[config.mk]
export PLATFORM = sky130hd
export DESIGN_NAME = fuzzy_kp_gain_schedule_unit
export DESIGN_NICKNAME = d
export VERILOG_FILES = /design/src/rtl/fkgs_pkg.sv /design/src/rtl/fkgs_front.sv /design/src/rtl/fkgs_queue.sv /design/src/rtl/fkgs_div.sv /design/src/rtl/fuzzy_kp_gain_schedule_unit.sv
export VERILOG_INCLUDE_DIRS = /design/src /design/src/rtl
export SDC_FILE = /design/constraint.sdc
export NUM_CORES = 2
export LEC_CHECK = 0
export BUFFER_PORTS_ARGS = -buffer_cell sky130_fd_sc_hd__buf_2
export CAP_MARGIN = 5
export CELL_PAD_IN_SITES_DETAIL_PLACEMENT = 2
export CELL_PAD_IN_SITES_GLOBAL_PLACEMENT = 2
export CORE_ASPECT_RATIO = 1.4
export CORE_MARGIN = 3
export CORE_UTILIZATION = 42
export DETAILED_ROUTE_END_ITERATION = 6
export PLACE_DENSITY = 0.87
export SLEW_MARGIN = 20
export SYNTH_ARGS = -nofsm -noshare
export SYNTH_HDL_FRONTEND = slang
export SYNTH_SLANG_ARGS = --single-unit
[constraint.sdc]
create_clock -name clk -period 16.1 [get_ports clk]
set_input_delay 3.22 -clock clk [delete_from_list [all_inputs] [get_ports clk]]
set_output_delay 3.22 -clock clk [all_outputs]
set_load 0.01 [all_outputs]
[src/rtl/fuzzy_kp_gain_schedule_unit_defines.svh]
// ----------------------------------------------------------------------------
// Assertion macros for the fuzzy Kp gain schedule unit
// Shared property wrappers, clocked on clk and disabled while in reset.
// ----------------------------------------------------------------------------
`ifndef FUZZY_KP_GAIN_SCHEDULE_UNIT_DEFINES_SVH
`define FUZZY_KP_GAIN_SCHEDULE_UNIT_DEFINES_SVH

// expression must never hold
`define FKGS_ASSERT_NEVER(lbl, expr, msg) \
	lbl: assert property (@(posedge clk) disable iff (!arst_n) !(expr)) else $error(msg);

// antecedent implies consequent in the same cycle
`define FKGS_ASSERT_IMPLY(lbl, ante, cons, msg) \
	lbl: assert property (@(posedge clk) disable iff (!arst_n) (ante) |-> (cons)) \
		else $error(msg);

`endif

[src/rtl/fkgs_pkg.sv]
// ----------------------------------------------------------------------------
// fkgs_pkg
// Types, rule table and fixed constants of the fuzzy Kp gain schedule unit.
// ----------------------------------------------------------------------------
`default_nettype none
package fkgs_pkg;

	localparam int WGT_W = 17;
	localparam logic [WGT_W-1:0] WGT_ONE = 17'd65536;
	localparam int OFF_W = 20;
	localparam int LVL_W = 8;
	localparam int LEVEL_W = 11;
	localparam int NUM_W = 28;
	localparam int DEN_W = 19;
	localparam int GAIN_W = 18;
	localparam int GAIN_INT_W = 10;
	localparam int KPM_W = 10;

	// floor(x/5) = (x * RECIP5) >> RECIP5_SH, exact for x below 2^22
	localparam logic [OFF_W-1:0] RECIP5 = 20'd838861;
	localparam int RECIP5_SH = 22;
	// floor(x/6) = (x * KP_RECIP6) >> KP_RECIP6_SH, exact for 10-bit x
	localparam logic [KPM_W+9:0] KP_RECIP6 = 20'd683;
	localparam int KP_RECIP6_SH = 12;
	localparam logic [LVL_W-1:0] KP_STEP_RST = 8'd33;

	typedef logic [2:0] lab_t;

	localparam lab_t LABEL_TAB [7][7] = '{
		'{3'd6, 3'd5, 3'd4, 3'd4, 3'd3, 3'd0, 3'd0},
		'{3'd6, 3'd4, 3'd3, 3'd3, 3'd2, 3'd0, 3'd0},
		'{3'd4, 3'd3, 3'd2, 3'd1, 3'd0, 3'd1, 3'd2},
		'{3'd2, 3'd1, 3'd1, 3'd0, 3'd1, 3'd1, 3'd2},
		'{3'd2, 3'd1, 3'd0, 3'd1, 3'd2, 3'd3, 3'd4},
		'{3'd0, 3'd0, 3'd2, 3'd3, 3'd3, 3'd4, 3'd6},
		'{3'd0, 3'd1, 3'd3, 3'd4, 3'd4, 3'd5, 3'd6}
	};
	localparam int ERR_PTS [7] = '{-30, -20, -10, 0, 10, 20, 30};
	localparam int CHG_PTS [7] = '{-15, -10, -5, 0, 5, 10, 15};

	typedef struct packed {
		logic             below;
		logic             above;
		logic [2:0]       row;
		logic [OFF_W-1:0] off;
	} fz_t;

	typedef struct packed {
		logic full;
		logic empty;
	} q_stat_t;

endpackage
`default_nettype wire

[src/rtl/fkgs_front.sv]
// ----------------------------------------------------------------------------
// fkgs_front
// Fuzzifies both inputs, fires and prunes the four rules and forms the
// numerator and denominator of the weighted average.
// ----------------------------------------------------------------------------
`default_nettype none
module fkgs_front #(
	parameter int FRAC_BITS = 8
) (
	input  wire logic                         clk,
	input  wire logic                         arst_n,
	input  wire logic                         take,
	input  wire logic signed [15:0]           error,
	input  wire logic signed [15:0]           error_change,
	input  wire logic [fkgs_pkg::LVL_W-1:0]   kp_step,
	output logic                              push,
	output logic [fkgs_pkg::NUM_W-1:0]        num,
	output logic [fkgs_pkg::DEN_W-1:0]        den
);
	import fkgs_pkg::*;

	function automatic fz_t fuzz(input logic signed [15:0] x, input logic sel_err);
		logic signed [23:0] xs;
		logic signed [23:0] bp [7];
		logic [2:0] cnt;
		logic [2:0] idx;
		fz_t r;
		xs = 24'(x);
		cnt = '0;
		for (int j = 0; j < 7; j++) begin
			bp[j] = sel_err ? 24'(ERR_PTS[j] * (2 ** FRAC_BITS))
			                : 24'(CHG_PTS[j] * (2 ** FRAC_BITS));
		end
		for (int j = 0; j < 7; j++) begin
			if (bp[j] < xs)
				cnt = cnt + 3'd1;
		end
		idx = (cnt == 3'd7) ? 3'd6 : cnt;
		r.below = (xs <= bp[0]);
		r.above = (xs >= bp[6]);
		if (cnt == 3'd0 || cnt == 3'd7)
			r.row = (cnt == 3'd0) ? 3'd0 : 3'd5;
		else
			r.row = cnt - 3'd1;
		r.off = OFF_W'(bp[idx] - xs);
		return r;
	endfunction

	// stage 1: segment search
	logic vld_s1;
	fz_t  fe_s1, fc_s1;

	always_ff @(posedge clk or negedge arst_n) begin
		if (!arst_n)
			vld_s1 <= 1'b0;
		else
			vld_s1 <= take;
	end

	always_ff @(posedge clk) begin
		fe_s1 <= fuzz(error, 1'b1);
		fc_s1 <= fuzz(error_change, 1'b0);
	end

	// stage 2: weights, divide offset by the step through a reciprocal
	logic [OFF_W-1:0]   sc_e, sc_c;
	logic [2*OFF_W-1:0] pr_e, pr_c;
	logic               vld_s2;
	logic [2:0]         er_s2, cr_s2;
	logic [WGT_W-1:0]   ew_s2, cw_s2;

	always_comb begin
		sc_e = OFF_W'(fe_s1.off << (16 - FRAC_BITS));
		sc_c = OFF_W'(fc_s1.off << (16 - FRAC_BITS));
		pr_e = (2*OFF_W)'(sc_e >> 1) * (2*OFF_W)'(RECIP5);
		pr_c = (2*OFF_W)'(sc_c) * (2*OFF_W)'(RECIP5);
	end

	always_ff @(posedge clk or negedge arst_n) begin
		if (!arst_n)
			vld_s2 <= 1'b0;
		else
			vld_s2 <= vld_s1;
	end

	always_ff @(posedge clk) begin
		er_s2 <= fe_s1.row;
		cr_s2 <= fc_s1.row;
		if (fe_s1.below)
			ew_s2 <= WGT_ONE;
		else if (fe_s1.above)
			ew_s2 <= '0;
		else
			ew_s2 <= pr_e[RECIP5_SH+WGT_W-1:RECIP5_SH];
		if (fc_s1.below)
			cw_s2 <= WGT_ONE;
		else if (fc_s1.above)
			cw_s2 <= '0;
		else
			cw_s2 <= pr_c[RECIP5_SH+WGT_W-1:RECIP5_SH];
	end

	// stage 3: rule firing and duplicate pruning
	lab_t             lab [4];
	logic [WGT_W-1:0] wt [4];
	logic [WGT_W-1:0] ew1, cw1;
	logic             vld_s3;
	logic [WGT_W-1:0] wt_s3 [4];
	logic [LEVEL_W-1:0] level_s3 [4];

	always_comb begin
		ew1 = WGT_ONE - ew_s2;
		cw1 = WGT_ONE - cw_s2;
		lab[0] = LABEL_TAB[er_s2][cr_s2];
		lab[1] = LABEL_TAB[er_s2 + 3'd1][cr_s2];
		lab[2] = LABEL_TAB[er_s2][cr_s2 + 3'd1];
		lab[3] = LABEL_TAB[er_s2 + 3'd1][cr_s2 + 3'd1];
		wt[0] = (ew_s2 <= cw_s2) ? ew_s2 : cw_s2;
		wt[1] = (ew1 <= cw_s2) ? ew1 : cw_s2;
		wt[2] = (ew_s2 <= cw1) ? ew_s2 : cw1;
		wt[3] = (ew1 <= cw1) ? ew1 : cw1;
		// pairs in order; a tie drops the first rule
		for (int a = 0; a < 3; a++) begin
			for (int b = a + 1; b < 4; b++) begin
				if (lab[a] == lab[b]) begin
					if (wt[a] > wt[b])
						wt[b] = '0;
					else
						wt[a] = '0;
				end
			end
		end
	end

	always_ff @(posedge clk or negedge arst_n) begin
		if (!arst_n)
			vld_s3 <= 1'b0;
		else
			vld_s3 <= vld_s2;
	end

	always_ff @(posedge clk) begin
		for (int k = 0; k < 4; k++) begin
			wt_s3[k]    <= wt[k];
			level_s3[k] <= LEVEL_W'(kp_step) * LEVEL_W'(lab[k]);
		end
	end

	// stage 4: weighted levels
	logic             vld_s4;
	logic [NUM_W-1:0] prod_s4 [4];
	logic [WGT_W-1:0] wt_s4 [4];

	always_ff @(posedge clk or negedge arst_n) begin
		if (!arst_n)
			vld_s4 <= 1'b0;
		else
			vld_s4 <= vld_s3;
	end

	always_ff @(posedge clk) begin
		for (int k = 0; k < 4; k++) begin
			prod_s4[k] <= NUM_W'(wt_s3[k]) * NUM_W'(level_s3[k]);
			wt_s4[k]   <= wt_s3[k];
		end
	end

	// stage 5: sums
	logic             vld_s5;
	logic [NUM_W-1:0] num_s5;
	logic [DEN_W-1:0] den_s5;

	always_ff @(posedge clk or negedge arst_n) begin
		if (!arst_n)
			vld_s5 <= 1'b0;
		else
			vld_s5 <= vld_s4;
	end

	always_ff @(posedge clk) begin
		num_s5 <= prod_s4[0] + prod_s4[1] + prod_s4[2] + prod_s4[3];
		den_s5 <= DEN_W'(wt_s4[0]) + DEN_W'(wt_s4[1]) + DEN_W'(wt_s4[2])
		        + DEN_W'(wt_s4[3]);
	end

	assign push = vld_s5;
	assign num  = num_s5;
	assign den  = den_s5;

endmodule
`default_nettype wire

[src/rtl/fkgs_queue.sv]
// ----------------------------------------------------------------------------
// fkgs_queue
// Two-entry queue of numerator and denominator pairs between front and back.
// ----------------------------------------------------------------------------
`default_nettype none
module fkgs_queue (
	input  wire logic                          clk,
	input  wire logic                          arst_n,
	input  wire logic                          push,
	input  wire logic [fkgs_pkg::NUM_W-1:0]    num_in,
	input  wire logic [fkgs_pkg::DEN_W-1:0]    den_in,
	input  wire logic                          pop,
	output logic [fkgs_pkg::NUM_W-1:0]         num_out,
	output logic [fkgs_pkg::DEN_W-1:0]         den_out,
	output fkgs_pkg::q_stat_t                  stat
);
	import fkgs_pkg::*;

	logic [NUM_W-1:0] num_q [2];
	logic [DEN_W-1:0] den_q [2];
	logic             wr_q, rd_q;
	logic [1:0]       cnt_q;
	logic             do_push, do_pop;

	assign stat.full  = (cnt_q == 2'd2);
	assign stat.empty = (cnt_q == 2'd0);
	assign do_push    = push && !stat.full;
	assign do_pop     = pop && !stat.empty;

	always_ff @(posedge clk or negedge arst_n) begin
		if (!arst_n) begin
			wr_q  <= 1'b0;
			rd_q  <= 1'b0;
			cnt_q <= 2'd0;
		end else begin
			if (do_push)
				wr_q <= !wr_q;
			if (do_pop)
				rd_q <= !rd_q;
			if (do_push && !do_pop)
				cnt_q <= cnt_q + 2'd1;
			else if (do_pop && !do_push)
				cnt_q <= cnt_q - 2'd1;
		end
	end

	always_ff @(posedge clk) begin
		if (do_push) begin
			num_q[wr_q] <= num_in;
			den_q[wr_q] <= den_in;
		end
	end

	assign num_out = num_q[rd_q];
	assign den_out = den_q[rd_q];

endmodule
`default_nettype wire

[src/rtl/fkgs_div.sv]
// ----------------------------------------------------------------------------
// fkgs_div
// Pipelined restoring divider: one quotient bit per stage, gives the gain.
// ----------------------------------------------------------------------------
`default_nettype none
module fkgs_div #(
	parameter int FRAC_BITS = 8
) (
	input  wire logic                          clk,
	input  wire logic                          arst_n,
	input  wire logic                          vld_in,
	input  wire logic [fkgs_pkg::NUM_W-1:0]    num,
	input  wire logic [fkgs_pkg::DEN_W-1:0]    den,
	output logic                               done,
	output logic [fkgs_pkg::GAIN_W-1:0]        gain
);
	import fkgs_pkg::*;

	// the average never reaches 2^GAIN_INT_W, so QW quotient bits suffice
	localparam int QW = GAIN_INT_W + FRAC_BITS;

	logic             vld_s [QW+1];
	logic [DEN_W:0]   rem_s [QW+1];
	logic [QW-1:0]    low_s [QW+1];
	logic [QW-1:0]    quo_s [QW+1];
	logic [DEN_W-1:0] den_s [QW+1];

	always_ff @(posedge clk or negedge arst_n) begin
		if (!arst_n)
			vld_s[0] <= 1'b0;
		else
			vld_s[0] <= vld_in;
	end

	always_ff @(posedge clk) begin
		rem_s[0] <= (DEN_W+1)'(num[NUM_W-1:GAIN_INT_W]);
		low_s[0] <= {num[GAIN_INT_W-1:0], {FRAC_BITS{1'b0}}};
		quo_s[0] <= '0;
		den_s[0] <= den;
	end

	for (genvar i = 0; i < QW; i++) begin : g_stage
		logic [DEN_W:0] trial;
		logic           ge;

		always_comb begin
			trial = {rem_s[i][DEN_W-1:0], low_s[i][QW-1]};
			ge    = (trial >= {1'b0, den_s[i]});
		end

		always_ff @(posedge clk or negedge arst_n) begin
			if (!arst_n)
				vld_s[i+1] <= 1'b0;
			else
				vld_s[i+1] <= vld_s[i];
		end

		always_ff @(posedge clk) begin
			rem_s[i+1] <= ge ? (trial - {1'b0, den_s[i]}) : trial;
			low_s[i+1] <= low_s[i] << 1;
			quo_s[i+1] <= {quo_s[i][QW-2:0], ge};
			den_s[i+1] <= den_s[i];
		end
	end

	logic              done_q;
	logic [GAIN_W-1:0] gain_q;

	always_ff @(posedge clk or negedge arst_n) begin
		if (!arst_n)
			done_q <= 1'b0;
		else
			done_q <= vld_s[QW];
	end

	// zero weight sum gives zero gain
	always_ff @(posedge clk) begin
		gain_q <= (den_s[QW] == '0) ? '0 : GAIN_W'(quo_s[QW]);
	end

	assign done = done_q;
	assign gain = gain_q;

endmodule
`default_nettype wire

[src/rtl/fuzzy_kp_gain_schedule_unit.sv]
// ----------------------------------------------------------------------------
// fuzzy_kp_gain_schedule_unit
// Fuzzy scheduler of a proportional gain from error and error change.
// ----------------------------------------------------------------------------
// A transaction is taken on every clock edge with start high and busy low, one
// per cycle with no gaps. Its gain appears on gain with done high for exactly
// one cycle, in input order; the receiver cannot stall, so gain must be
// captured when done is high. The path runs through the five-stage front end,
// the queue, and the restoring divider with one stage per quotient bit
// (10 + FRAC_BITS stages). The user must write kp_max with kp_max_we only while
// no transaction is in flight; the block does not enforce it. The held step
// resets to 33, floor(200/6), as if kp_max were 200.
`default_nettype none
module fuzzy_kp_gain_schedule_unit #(
	parameter int FRAC_BITS = 8
) (
	input  wire logic                               clk,
	input  wire logic                               arst_n,
	input  wire logic                               start,
	output logic                                    busy,
	input  wire logic signed [15:0]                 error,
	input  wire logic signed [15:0]                 error_change,
	output logic                                    done,
	output logic [fkgs_pkg::GAIN_W-1:0]             gain,
	input  wire logic                               kp_max_we,
	input  wire logic [fkgs_pkg::KPM_W-1:0]         kp_max
);
	import fkgs_pkg::*;

	logic [LVL_W-1:0] kp_step_q;
	logic [KPM_W+9:0] kp_prod;

	assign kp_prod = (KPM_W+10)'(kp_max) * KP_RECIP6;

	// hold floor(kp_max/6) rather than kp_max itself
	always_ff @(posedge clk or negedge arst_n) begin
		if (!arst_n)
			kp_step_q <= KP_STEP_RST;
		else if (kp_max_we)
			kp_step_q <= LVL_W'(kp_prod >> KP_RECIP6_SH);
	end

	logic             take;
	logic             push;
	logic [NUM_W-1:0] f_num, q_num;
	logic [DEN_W-1:0] f_den, q_den;
	q_stat_t          qstat;
	logic             pop;

	assign busy = qstat.full;
	assign take = start && !busy;
	assign pop  = !qstat.empty;

	fkgs_front #(.FRAC_BITS(FRAC_BITS)) u_front (
		.clk          (clk),
		.arst_n       (arst_n),
		.take         (take),
		.error        (error),
		.error_change (error_change),
		.kp_step      (kp_step_q),
		.push         (push),
		.num          (f_num),
		.den          (f_den)
	);

	fkgs_queue u_queue (
		.clk     (clk),
		.arst_n  (arst_n),
		.push    (push),
		.num_in  (f_num),
		.den_in  (f_den),
		.pop     (pop),
		.num_out (q_num),
		.den_out (q_den),
		.stat    (qstat)
	);

	fkgs_div #(.FRAC_BITS(FRAC_BITS)) u_div (
		.clk    (clk),
		.arst_n (arst_n),
		.vld_in (pop),
		.num    (q_num),
		.den    (q_den),
		.done   (done),
		.gain   (gain)
	);

`include "fuzzy_kp_gain_schedule_unit_defines.svh"

	`FKGS_ASSERT_NEVER(a_queue_overflow, push && qstat.full, "queue overflow")
	`FKGS_ASSERT_NEVER(a_queue_state, qstat.full && qstat.empty, "queue full and empty")
	`FKGS_ASSERT_IMPLY(a_drain, !qstat.empty, pop, "queue not drained")

endmodule
`default_nettype wire
==> results.json <==
{
  "grtUsageTotal_pct": 36.33,
  "drcViolationCount": 0,
  "whs_ns": 0.3035,
  "setup_tns_ns": 0,
  "grt_max_degree": 52,
  "clockBufferDepth": 4,
  "finalHoldViolCount": 0,
  "via_per_inst": 5.888,
  "nNetsFinal": 12176,
  "ys_seq_area_share_pct": 32.11,
  "period_share_pct": 93.30,
  "tritoncts": "built",
  "synth_top_cells_by_count": "1393 x inv_1, 1359 x dfxtp_1, 1134 x ha_1",
  "cts_root_buffer": "clkbuf_16",
  "drtAntennaViolNets": 0,
  "grt_pass1_vias": 94218,
  "dpl.hpwl_um": 280100,
  "yosys.cell_count.top_type": "inv_1",
  "slowest_delay_ns": 0.64,
  "yosysWarnings": 0,
  "fillers": 23671,
  "arrival_ns": 15.72,
  "worst_slew_pin_slew_ns": 1.275,
  "final.setup_skew_ns": 0.08064,
  "relSlewSlack_pct": 14.36,
  "critPathMaxFanout": 17,
  "vias": 79018,
  "synth_area_sq_mm": 0.09640,
  "startpoint_type": "register",
  "synth_top_cell_area_share_pct": 28.22,
  "ys_types": 106,
  "cts_resized": 0,
  "grt_antenna_before_repair": 40,
  "syn-num-nets": 12043,
  "wl_per_cell_um": 32.60,
  "maxSlewViolCount": 0,
  "cpMostUsedCell": "o21ai_0",
  "port_buffers": 65,
  "avgSynthCellArea_sq_um": 9.546,
  "initial_core_util_pct": 42.35,
  "die_area_sq_mm": 0.2354,
  "critPathCaptureType": "register",
  "place_congestion": 0.9090,
  "die_w_um": 410.9,
  "synth_area_leaders": "dfxtp_1 28%, fa_1 16%, ha_1 15%",
  "ys_ff_latch": 1490,
  "required_ns": 16.80,
  "synthCells": 10099,
  "grt_pass1_wl_um": 637000,
  "clk_latency_ns": 0.91,
  "core-area_sq_mm": 0.2277,
  "drive_above_1_share_pct": 7.357,
  "wl_um": 437500,
  "drtPass1Iterations": 6,
  "cts_setup_buffers": 0,
  "clock-sinks": 1490,
  "die_y_um": 572.9,
  "synth_edf_count": 94,
  "cap_violations": 0,
  "rsz0062_at_grt": "no",
  "overflow": 0,
  "postCtsHoldBufs": 0,
  "crit_type": "register to register",
  "num_io_pins": 66,
  "max_freq_mhz": 66.58,
  "finalCriticalPeriod_ns": 15.02,
  "ys_async_sr_fraction_pct": 2.483,
  "numCtsBuffers": 164,
  "path_clk_slew_ns": 0.07,
  "htree_levels": 4,
  "hold_class": "register to register",
  "critPathSlowestCell": "or4_1",
  "std_cell_rows": 207,
  "status": "completed",
  "drtIter0Drc": 4770,
  "yosysTopAreaCell": "dfxtp_1",
  "ys.flop_type": "dfxtp_1",
  "area_delta_synth_final_pct": 10.49,
  "setup_viol": 0
}
## worst max-delay path, delay by kind of cell (launching register included)
family	cells	cell delay (ns)
xor gates and xnor gates	1	0.25
AOI/OAI and AO/OA	36	6.57
and+or+nand+nor	26	4.65
DFF	1	0.31
buffers and inverters	9	1.45
adders and majority gates	6	1.64
## final timing paths
path	startpoint	cells after the start	slack, ns	endpoint
max reg2reg	u_front.ew_s2[3]	78	1.08	u_front.wt_s3[2][13]
max	u_front.ew_s2[3]	78	1.08	u_front.wt_s3[2][13]
min in group asynchronous	arst_n	2	2.44	u_front.push
min reg2reg	u_div.den_s[0][9]	0	0.30	u_div.den_s[1][9]
min	u_div.den_s[0][9]	0	0.30	u_div.den_s[1][9]
max in group asynchronous	arst_n	2	13.14	kp_step_q[3]
## flip-flops by register name, indices dropped and copies added, names as in the netlist, 3 cells and up
name / count
u_front.fe_s1: 17
u_div.rem_s: 341
u_div.den_s: 361
u_front.den: 19
u_div.quo_s: 171
u_front.level_s3: 44
u_queue.num_q: 56
u_front.fc_s1: 17
u_div.low_s: 55
u_front.cr_s2: 3
u_queue.den_q: 38
u_front.prod_s4: 112
u_front.wt_s4: 68
u_div.gain: 18
u_front.ew_s2: 17
u_div.vld_s: 19
kp_step_q: 8
u_front.wt_s3: 68
u_front.num: 28
u_front.er_s2: 3
u_front.cw_s2: 17
## metal layers
| layer | share of wire (%) | vias to the layer above | track usage (%) |
|---|---|---|---|
| li1 | - | 33318 | - |
| met2 | 51 | 3356 | 65.91 |
| met1 | 31 | 40224 | 32.89 |
| met5 | 0.076 | - | 0 |
| met3 | 5.8 | 2086 | 8.682 |
| met4 | 12 | 34 | 33.69 |
## layout make-up
type	instances	area, sq um	area share, %
antenna	33	82.58	0.07753
clock inverter	75	902.1	0.8470
clock buffer	217	4618	4.336
multi-input combinational	6929	59150	55.53
tap	3030	3791	3.559
sequential	1490	30960	29.07
inverter	1394	5233	4.913
timing repair buffer	253	1774	1.666
## cell families after synthesis
group,Yosys count,synth area share [%]
buffers and inverters,1680,6.657
AO/OA/AOI/OAI,1679,10.76
AND/OR/NAND/NOR,2620,12.79
XOR/XNOR,556,5.067
multiplexers,176,2.030
flip-flops,1490,32.11
adder cells (fa/ha/maj),1898,30.58
## metrics by stage
stage | std cells | utilization, % | setup slack, ns | cell area (sq um)
2_1_floorplan | 10099 | - | 2.215 | 96400
3_3_place_gp | 13095 | 44.30 | 1.039 | 100900
3_5_place_dp | 13095 | 44.31 | 0.9140 | 100900
4_1_cts | 13387 | 46.73 | 0.8638 | 106400
5_1_grt | 13414 | 46.78 | 0.04659 | 106500
6_report | 13421 | 46.79 | 1.079 | 106500
## cells in the final DEF, fill, tap and decap left out, drive strengths merged, types with 25 or more instances in the layout
master and n:
nor2b 121, o21a 98, xnor2 348, o21bai 70
buf 252, fa 764, o21ai 476, clkbuf 218
a21oi 533, nand4 86, nor3 179, clkinv 39
nand3 79, edfxtp 94, nor2 521, nor4 34
inv 1401, dfrtp 35, nand2b 88, o31ai 48
or2 41, dfxtp 1359, diode 33, ha 1134
mux2 133, and3 36, mux2i 41, a211oi 32
or3 40, a21boi 25, xor2 208, a21o 198
a31oi 37, and2 339, nand2 1017
Power is not shown: default switching activity piles up to over one toggle a cycle in this logic, so the estimate is an artifact.
